===== config.mk =====
export PLATFORM = sky130hd
export DESIGN_NAME = base64_encoder_unpadded
export DESIGN_NICKNAME = d
export VERILOG_FILES = /design/src/sv/b64e_pkg.sv /design/src/sv/base64_encoder_unpadded.sv
export SDC_FILE = /design/constraint.sdc
export NUM_CORES = 1
export LEC_CHECK = 0
export BUFFER_PORTS_ARGS = -buffer_cell sky130_fd_sc_hd__buf_2
export CORE_MARGIN = 2
export CORE_UTILIZATION = 65
export CTS_BUF_LIST = sky130_fd_sc_hd__clkbuf_8
export DETAILED_ROUTE_END_ITERATION = 16
export PLACE_DENSITY = 0.87
export SYNTH_ARGS = -nofsm -noshare
export SYNTH_HDL_FRONTEND = slang
export SYNTH_SLANG_ARGS = --single-unit

===== constraint.sdc =====
create_clock -name i_clk -period 4.34 [get_ports i_clk]
set_input_delay 0.651 -clock i_clk [delete_from_list [all_inputs] [get_ports i_clk]]
set_output_delay 0.651 -clock i_clk [all_outputs]
set_load 0.01 [all_outputs]

===== src/sv/b64e_pkg.sv =====
package b64e_pkg;

    // one input beat: a raw byte and the end-of-message mark
    typedef struct packed {
        logic [7:0] in_byte;
        logic       in_last;
    } t_in_beat;

    // one output beat: an ASCII character and the end-of-message mark
    typedef struct packed {
        logic [7:0] out_char;
        logic       out_last;
    } t_out_beat;

    // number of characters produced for a complete three-byte group
    localparam int unsigned GROUP_CHARS = 4;
    localparam int unsigned LEFT_W      = $clog2(GROUP_CHARS + 1);
    localparam int unsigned SEXTET_W    = 6;
    localparam int unsigned SHIFT_W     = GROUP_CHARS * SEXTET_W;

    // map a 6-bit code to its standard base64 character
    function automatic logic [7:0] b64_char(input logic [5:0] code);
        logic [7:0] c;
        c = {2'b00, code};
        case (code) inside
            [6'd0:6'd25]:  b64_char = 8'h41 + c;
            [6'd26:6'd51]: b64_char = 8'h61 + c - 8'd26;
            [6'd52:6'd61]: b64_char = 8'h30 + c - 8'd52;
            6'd62:         b64_char = 8'h2B;
            default:       b64_char = 8'h2F;
        endcase
    endfunction

endpackage


===== src/sv/base64_encoder_unpadded.sv =====
// Unpadded base64 encoder, standard alphabet.
// Input channel: one byte per beat on i_in_beat, in_last marks the final
// byte of a message. Output channel: one ASCII character per beat on
// o_out_beat, out_last marks the final character of the message.
// Bytes that do not complete a group (and are not last) are only stored and
// are taken every cycle. A byte that completes a group of three, or a last
// byte, loads 4, 3 or 2 sextets into the output shifter; the first character
// is offered the cycle after that byte is taken, then one per unstalled cycle.
// The output shifter is the single result register: a byte that makes
// characters is taken when the shifter is empty or its final character is
// leaving in the same cycle, so steady-state throughput is set by the
// one-character output channel.
// When the receiver stalls, the current character holds and any byte that
// would load new characters is stalled; storing bytes still proceeds.
// Reset clears the pending bytes and empties the output shifter; no characters
// are lost or invented across a stall.
module base64_encoder_unpadded (
    input  logic               i_clk,
    input  logic               i_rst_n,
    input  logic               i_in_valid,
    output logic               o_in_stall,
    input  b64e_pkg::t_in_beat i_in_beat,
    output logic               o_out_valid,
    input  logic               i_out_stall,
    output b64e_pkg::t_out_beat o_out_beat
);
    import b64e_pkg::*;

    logic [15:0]         r_held;
    logic [1:0]          r_held_cnt;
    logic [SHIFT_W-1:0]  r_shift;
    logic [LEFT_W-1:0]   r_left;
    logic                r_last;

    logic [15:0]         n_held;
    logic [1:0]          n_held_cnt;
    logic [SHIFT_W-1:0]  n_shift;
    logic [LEFT_W-1:0]   n_left;
    logic                n_last;

    logic                in_take;
    logic                out_take;
    logic                produces;
    logic                shift_free;
    logic                two_held;
    logic [7:0]          b0;
    logic [7:0]          b1;
    logic [7:0]          byte_in;

    assign byte_in  = i_in_beat.in_byte;
    assign b0       = r_held[15:8];
    assign b1       = r_held[7:0];
    // a count of three is handled as two
    assign two_held = r_held_cnt[1];
    assign produces = i_in_beat.in_last | two_held;

    // handshake
    assign o_out_valid = (r_left != '0);
    assign out_take    = o_out_valid & ~i_out_stall;
    assign shift_free  = (r_left == '0) | ((r_left == LEFT_W'(1)) & ~i_out_stall);
    assign o_in_stall  = produces & ~shift_free;
    assign in_take     = i_in_valid & ~o_in_stall;

    // output beat from the top sextet
    assign o_out_beat.out_char = b64_char(r_shift[SHIFT_W-1 -: SEXTET_W]);
    assign o_out_beat.out_last = r_last & (r_left == LEFT_W'(1));

    // next pending bytes and shifter contents
    always_comb begin
        n_held     = r_held;
        n_held_cnt = r_held_cnt;
        n_shift    = r_shift;
        n_left     = r_left;
        n_last     = r_last;
        if (out_take) begin
            n_shift = {r_shift[SHIFT_W-SEXTET_W-1:0], {SEXTET_W{1'b0}}};
            n_left  = r_left - LEFT_W'(1);
        end
        if (in_take) begin
            if (two_held) begin
                n_shift    = {b0[7:2], b0[1:0], b1[7:4], b1[3:0], byte_in[7:6],
                              byte_in[5:0]};
                n_left     = LEFT_W'(4);
                n_last     = i_in_beat.in_last;
                n_held     = '0;
                n_held_cnt = '0;
            end else if (r_held_cnt == 2'd1) begin
                if (i_in_beat.in_last) begin
                    n_shift    = {b0[7:2], b0[1:0], byte_in[7:4], byte_in[3:0], 2'b00,
                                  {SEXTET_W{1'b0}}};
                    n_left     = LEFT_W'(3);
                    n_last     = 1'b1;
                    n_held     = '0;
                    n_held_cnt = '0;
                end else begin
                    n_held     = {b0, byte_in};
                    n_held_cnt = 2'd2;
                end
            end else begin
                if (i_in_beat.in_last) begin
                    n_shift    = {byte_in[7:2], byte_in[1:0], 4'b0000,
                                  {(2*SEXTET_W){1'b0}}};
                    n_left     = LEFT_W'(2);
                    n_last     = 1'b1;
                    n_held     = '0;
                    n_held_cnt = '0;
                end else begin
                    n_held     = {byte_in, 8'h00};
                    n_held_cnt = 2'd1;
                end
            end
        end
    end

    // control registers
    always_ff @(posedge i_clk) begin
        if (!i_rst_n) begin
            r_held     <= '0;
            r_held_cnt <= '0;
            r_left     <= '0;
            r_last     <= 1'b0;
        end else begin
            r_held     <= n_held;
            r_held_cnt <= n_held_cnt;
            r_left     <= n_left;
            r_last     <= n_last;
        end
    end

    // sextet shifter payload
    always_ff @(posedge i_clk) begin
        r_shift <= n_shift;
    end

    // pending count never reaches three
    a_cnt_range: assert property (@(posedge i_clk) disable iff (!i_rst_n)
        r_held_cnt != 2'd3)
        else $error("pending byte count out of range");

    // shifter never holds more than a full group
    a_left_range: assert property (@(posedge i_clk) disable iff (!i_rst_n)
        r_left <= LEFT_W'(GROUP_CHARS))
        else $error("output shifter count out of range");

    // a byte that makes characters shows a character on the next cycle
    a_load_shows: assert property (@(posedge i_clk) disable iff (!i_rst_n)
        (in_take && produces) |=> (o_out_valid && r_left >= LEFT_W'(2)))
        else $error("group taken but no characters loaded");

    // a byte that is only stored loads nothing
    a_store_quiet: assert property (@(posedge i_clk) disable iff (!i_rst_n)
        (in_take && !produces && !o_out_valid) |=> !o_out_valid)
        else $error("stored byte produced output");

endmodule

# Yosys cells after proc, flatten, opt, wreduce, memory -nomap -nowiden
# Index checks and enable logic that the tools add are counted.
# word_totals
n_memories	0
latchBits	0
word_cells	66
ramBits	0
register_bits	46
out_inout_bits	11
mem_bits_ro	0
# classes
n_lt_le_gt_ge	6
n_mul	0
mux	26
bitwise_logic	10
n_div	0
n_reduce_logical	8
shifts	0
eq_ne	4
addsub	6
# op_table
cell	n
2-to-1 mux 24 bit	6
2-to-1 mux 16 bit	4
2-to-1 mux 8 bit	3
2-to-1 mux 3 bit	7
adder 7 x 6 -> 8 bit (first input constant)	2
<= comparator 6 bit (second input constant)	2
subtractor 7 x 6 -> 8 bit (second input constant)	1
subtractor 8 x 5 -> 8 bit (second input constant)	1
adder 6 x 6 -> 7 bit (first input constant)	1
== test 6 bit (second input constant)	1
greater-or-equal comparator 6 x 1 -> 1 bit (second input constant)	1
greater-or-equal comparator 6 x 5 -> 1 bit (second input constant)	1
greater-or-equal comparator 6 bit (second input constant)	1
<= comparator 6 x 5 -> 1 bit (second input constant)	1
2-to-1 mux 2 bit	3
AND 1 bit	5
AND reduction 2 bit	2
== test 3 x 1 -> 1 bit (second input constant)	1
logical AND 1 bit	3
zero test 3 bit	1
2-to-1 mux 1 bit	3
inequality test 3 bit (second input constant)	1
inverter 1 bit	3
nonzero test 3 bit	1
4 further kinds	5

# Depth between registers and ports, before layout
# Gate-level depths: netlist of run 1.
# logic_depth
depth_word	8
mapped_depth	9
ltp_nobuf	7

# Worst setup path after synthesis of run 1
# Ideal clock, no wire load.
# synth_timing
path_type	register -> output
startpoint	reg r_shift[20]
endpoint	out o_out_beat[3] (netlist bit)
path_buffers	0
path_slack_ns	1.807
t_required_ns	3.689
path_stages_with_launch	8
arrival_time_ns	1.882
cell_sequence	dfxtp_1 inv_1 ha_1 nor2b_1 or2_1 a31oi_1 o32ai_1 a311oi_1
# synth_rtl
element	line_no	source
from (decl)	base64_encoder_unpadded.sv:31	logic [SHIFT_W-1:0] r_shift;
from (signal assigned)	base64_encoder_unpadded.sv:132	r_shift <= n_shift;
to (decl)	base64_encoder_unpadded.sv:25	output b64e_pkg::t_out_beat o_out_beat

==> flow_summary.toml, run 1 <==
[run_status]
outcome = "completed"

[drt]
drt_wl_total_um = 5690
drtAntennaViolNets = 0
viasPerCell = 6.31
firstDrtPassIters = 5
drc = 0
vias = 2153
drt_iter0_drc = 186
wl_per_cell_um = 16.7

[yosys]
syn_area_sq_um = 2390
synth-async-reset-ratio = 0
synthDistinctLibCells = 47
synth_cells = 276
synth_top_cells_by_count = "dfxtp_1, nand2_1, a21oi_1"
synth_warnings = 0
ys.flop_type = "dfxtp_1"
synth_seq_cells = 46
syn_area_per_cell_sq_um = 8.65
seq_area_frac_synth = 0.386
synth-edff-count = 0
synth_most_common_cell = "dfxtp_1"
synth_area_leaders = "dfxtp_1, mux2i_1, ha_1"
synth_nets = 301
synth_top_area_share = 0.386
yosysTopAreaCell = "dfxtp_1"

[min_path]
hp-class = "reg -> reg"
hp-start = "r_held[13]$_SDFFE_PN0P_"

[setup_path]
reg2reg_from = "r_left[1]$_SDFF_PN0_"
crit_required_ns = 3.69
arrival_ns = 2.46
path_max_fanout = 10
critPathKind = "reg -> out"
cp-startpoint = "r_shift[20]$_DFF_P_"
start_kind = "flip-flop"
critPathCaptureType = "primary output"

[floorplan]
die_y_um = 64.6
fp.dieArea_sq_um = 4180
core-area_sq_um = 3610
rows = 22
dieWidth_um = 64.6
io_pins = 24
initial_core_util = 0.662

[grt]
antenna_found_initial = 0
grt_pass1_wl_um = 9690
grt_max_degree = 21
globalRoute.totalOverflow = 0
first_global_vias = 2027
grt_usage = 0.299

[cts]
cts_buffer_depth = 2
post-cts-setup-buffers = 0
hold_buffers = 0
htree_levels = 2
clk_pin_slew_ns = 0.08
cts_root_buffer = "clkbuf_8"
post_cts_resized = 0
numCtsBuffers = 5
insertion_delay_ns = 0.30
clock-sinks = 46
cts_tree = "done"

[power]
seq_power_share = 0.338
p_switching_mw = 0.881
p_clk_frac = 0.157
p_int_mw = 1.19
pwr-share-comb = 0.505
netSwitchingFraction = 0.425
power-per-cell-area_nw_per_um2 = 790
vdd_drop_max_v = 0.000407
p_leak_nw = 1.11

[place]
port-buffer-count = 23
hpwl_um = 3910
place_area_sq_um = 2510
gp_congestion = 0.943

[sta]
max_freq_mhz = 322
setup_violations = 0
finalClockSkew_ns = 0.00765
maxSlewHeadroom = 0.207
timing.final.crit_share = 0.716
tightest_slew_ns = 1.19
rsz0062_at_grt = "no"
finalSetupTns_ns = 0
fin_crit_ns = 3.11
finalHoldViolations = 0
drv_slew = 0

[layout]
final_area_sq_um = 2630
antenna-diode-count = 0
syn2layout_area_growth_pct = 9.90
fin_nets = 318
multi_input_area_sq_um = 1350
final.fill_count = 312
seq_area_sq_um = 921
drive_above_1_share = 0.137

[run]
cap_violations = 0
[registers in the layout, indices dropped and copies added (netlist names)]
register and flops:
r_held 16, r_held_cnt 2, r_last 1, r_left 3, r_shift 24
[cell type report]
class / instances / share of cell area
Clock inverter: 1 / 0.0114
Multi-Input combinational cell: 198 / 0.512
Timing Repair Buffer: 23 / 0.0439
Sequential cell: 46 / 0.351
Clock buffer: 6 / 0.0315
Tap cell: 48 / 0.0229
Inverter: 19 / 0.0272
[per-layer routing]
metal / GRT usage / wire length, um / share of wire / up-vias
met4: 0.0904 / 79 / 0.014 / 0
met1: 0.391 / 2560 / 0.45 / 1024
met3: 0.0781 / 422 / 0.074 / 9
met2: 0.484 / 2630 / 0.46 / 94
met5: 0 / 0 / 0 / -
li1: - / - / - / 1026
[power by group through the flow]
stage          Clock (mW)  Combinational [mW]  Sequential, mW
3_5_place_dp            0                1.02           0.703
3_3_place_gp            0                1.01           0.696
6_report            0.325                1.05           0.701
4_1_cts             0.326                1.04           0.695
2_1_floorplan           0               0.811           0.645
5_1_grt             0.348                1.17           0.717
[path summary, 6_finish.rpt]
check                       endpoint  slack [ns]  depth (start not counted)
max                    o_out_beat[3]        1.23                          8
min          r_held[13]$_SDFFE_PN0P_        0.47                          2
max reg2reg      r_shift[18]$_DFF_P_        1.90                          7
min reg2reg  r_held[13]$_SDFFE_PN0P_        0.47                          2
[layout by cell type, fill, tap and decap left out, drive strengths merged, types with 3 or more instances in the layout]
| cell | netlist | layout |
|---|---|---|
| a22o | 9 | 9 |
| o21ai | 11 | 11 |
| o211ai | 3 | 3 |
| nand3 | 4 | 4 |
| a222oi | 5 | 5 |
| nor3 | 3 | 3 |
| nor2b | 3 | 3 |
| and3 | 4 | 4 |
| xnor2 | 3 | 3 |
| nand2 | 36 | 36 |
| inv | 19 | 19 |
| nor2 | 20 | 20 |
| buf | 8 | 23 |
| a21oi | 21 | 21 |
| ha | 12 | 12 |
| clkbuf | 5 | 6 |
| dfxtp | 46 | 46 |
| and2 | 3 | 3 |
| or2 | 4 | 4 |
| a221o | 8 | 8 |
| mux2i | 17 | 17 |
| o22ai | 5 | 5 |
| a32oi | 3 | 3 |
[kinds of logic (layout without fill, tap and decap cells)]
logic type      Yosys count  in the layout  synth area share
xor+xnor                  3              3            0.0110
buf+inv                  32             49            0.0529
compound gates           81             81             0.247
flops                    46             46             0.386
simple gates             85             85             0.169
fa+ha+maj                12             12            0.0629
mux                      17             17            0.0712
[through the flow]
stage / hold WS, ns / total power [mW] / cells / utilization / setup slack [ns]
3_3_place_gp: 0.452 / 1.71 / 334 / 0.697 / 1.65
4_1_cts: 0.473 / 2.06 / 341 / 0.728 / 1.25
5_1_grt: 0.502 / 2.23 / 341 / 0.728 / 0.998
6_report: 0.470 / 2.07 / 341 / 0.728 / 1.23
3_5_place_dp: 0.458 / 1.72 / 334 / 0.697 / 1.57
2_1_floorplan: 0.439 / 1.46 / 276 / - / 1.81
[critical path: stages, from the launching register on]
cell and delay [ns]:
dfxtp_1 0.51, inv_1 0.17, ha_1 0.26, nor2b_1 0.16, or2_1 0.23, a31oi_1 0.28
o32ai_1 0.14, a311oi_1 0.25, buf_2 0.17
(Power assumes the default switching activity.)
==> run 2: changes to the inputs <==
--- a/config.mk
+++ b/config.mk
@@ -7,10 +7,10 @@
 export LEC_CHECK = 0
 export BUFFER_PORTS_ARGS = -buffer_cell sky130_fd_sc_hd__buf_2
 export CORE_MARGIN = 2
-export CORE_UTILIZATION = 65
+export CORE_UTILIZATION = 55
 export CTS_BUF_LIST = sky130_fd_sc_hd__clkbuf_8
 export DETAILED_ROUTE_END_ITERATION = 16
-export PLACE_DENSITY = 0.87
+export PLACE_DENSITY = 0.78
 export SYNTH_ARGS = -nofsm -noshare
 export SYNTH_HDL_FRONTEND = slang
 export SYNTH_SLANG_ARGS = --single-unit
==> constraint.sdc (replaced) <==
create_clock -name i_clk -period 2.8 [get_ports i_clk]
set_input_delay 0.42 -clock i_clk [delete_from_list [all_inputs] [get_ports i_clk]]
set_output_delay 0.42 -clock i_clk [all_outputs]
set_load 0.01 [all_outputs]
==> flow_summary.toml, run 2 (same netlist as run 1, synthesis figures left out) <==
[sta]
timing.hold.ws_ns = 0.389
drv_slew = 0
timing.final.crit_share = 0.933
max_freq_mhz = 383
maxSlewHeadroom = 0.507
fin_ws_ns = 0.188
setup_violations = 0
finalHoldViolations = 0
finalClockSkew_ns = 0.00493
tightest_slew_ns = 0.736
finalSetupTns_ns = 0
fin_crit_ns = 2.61

[min_path]
hp-class = "in -> reg"
hold_end = "r_shift[7]$_DFF_P_"
hp-start = "i_in_beat[8]"
whs_path_depth = 3

[run]
cap_violations = 0

[floorplan]
fp.dieArea_sq_um = 4890
die_y_um = 69.9
dieWidth_um = 69.9
io_pins = 24
rows = 23
initial_core_util = 0.585
core-area_sq_um = 4090

[layout]
fin_nets = 320
drive_above_1_share = 0.162
finalCoreUtilization = 0.648
antenna-diode-count = 0
regMostFlops = "r_shift"
largest_reg_flops = 24
top_regs = "r_shift (24), r_held (16), r_left (3)"
final_area_sq_um = 2650
layout.cells.non_filler = 346
mostFrequentLayoutCells = "dfxtp_1, nand2_1, buf_2"
final_common_cell = "dfxtp_1"
syn2layout_area_growth_pct = 10.8
final.fill_count = 346

[place]
hpwl_um = 3870
gp_congestion = 0.951
dp.cells = 338
place_ws_ns = 0.309
place_area_sq_um = 2530
port-buffer-count = 23

[grt]
grt_pass1_wl_um = 9170
grt_max_degree = 21
grt_usage = 0.231
antenna_found_initial = 0
globalRoute.totalOverflow = 0
first_global_vias = 1875

[power]
p_switching_mw = 1.37
p_clk_frac = 0.135
finalPower_mw = 3.15
p_leak_nw = 1.11
netSwitchingFraction = 0.436
seq_power_share = 0.344
p_int_mw = 1.77
vdd_drop_max_v = 0.000539
power-per-cell-area_nw_per_um2 = 1190
pwr-share-comb = 0.521

[setup_path]
r2r-end = "r_shift[1]$_DFF_P_"
slowest_stage = "nor4b_1"
critPathKind = "reg -> out"
crit_required_ns = 2.38
reg2reg_from = "r_left[1]$_SDFF_PN0_"
path_buf_inv = 2
reg2reg_depth = 7
cp_cell_sequence = "inv_1, ha_1, nor2_1, nor4b_1, a21oi_4, o32ai_1, a311oi_1, buf_2"
path_max_fanout = 10
arrival_ns = 2.19
start_kind = "flip-flop"
crit_family = "simple AND/OR/NAND/NOR gates"
critPathCaptureType = "primary output"
r2r_setup_slack_ns = 0.68
crit_path_max_incr_delay_ns = 0.50

[cts]
insertion_delay_ns = 0.31
clock-sinks = 46
cts_buffer_depth = 2
cts_root_buffer = "clkbuf_8"
htree_levels = 2
clk_pin_slew_ns = 0.09
cts_tree = "done"
post-cts-setup-buffers = 0
numCtsBuffers = 5

[drt]
drc = 0
wl_per_cell_um = 15.7
viasPerCell = 6.07
firstDrtPassIters = 4
drt_iter0_drc = 183
drt_wl_total_um = 5430
drtAntennaViolNets = 0
vias = 2099

[run_status]
outcome = "completed"
## run 2: changes by cell type in the layout (fill, tap and decap cells not counted), sizes merged
cell | previous run | this run
bufinv | 1 | 0
buf | 23 | 25
clkinvlp | 0 | 1
inv | 19 | 20
clkbuf | 6 | 5
clkinv | 0 | 1
## run 2: layout make-up
class                           count  area [sq um]  area share
Multi-Input combinational cell    198          1360       0.515
Sequential cell                    46           927       0.350
Timing Repair Buffer               25           130      0.0491
Inverter                           19          71.3      0.0269
Clock buffer                        5          68.8      0.0260
Tap cell                           50          62.6      0.0236
Clock inverter                      3          25.0     0.00945
## run 2: worst min-delay path: stages
cell     delay (ns)
buf_2          0.13
nand2_1        0.06
o21ai_1        0.05
## run 2: per-layer routing
metal	share of wire	vias to the layer above	GRT usage
met5	0	-	0
met4	0.0077	0	0.0684
met3	0.055	4	0.0462
met2	0.45	59	0.345
met1	0.49	996	0.336
li1	-	1040	-
## run 2: worst max path at each step
stage	from	slack, ns	depth (start not counted)	to
finish	r_shift[20]$_DFF_P_	0.19	8	o_out_beat[3]
global route	r_shift[19]$_DFF_P_	-0.002	8	o_out_beat[3]
CTS	r_shift[21]$_DFF_P_	0.04	8	o_out_beat[3]
global placement	r_shift[20]$_DFF_P_	0.37	8	o_out_beat[3]
detailed placement	r_shift[20]$_DFF_P_	0.31	8	o_out_beat[3]
floorplan	r_shift[20]$_DFF_P_	0.50	7	o_out_beat[3]
## run 2: power by group through the flow
stage	combinational, mW	clock, mW	sequential (mW)
6_report	1.64	0.424	1.08
5_1_grt	1.83	0.458	1.11
4_1_cts	1.61	0.428	1.07
3_5_place_dp	1.60	0	1.08
3_3_place_gp	1.59	0	1.07
2_1_floorplan	1.26	0	1.00
## run 2: repair_timing
item	in CTS	in global routing
endpoints found under the hold margin	0	0
endpoints found under the setup margin	1	3
gates resized for setup	1	6
hold buffers	0	0
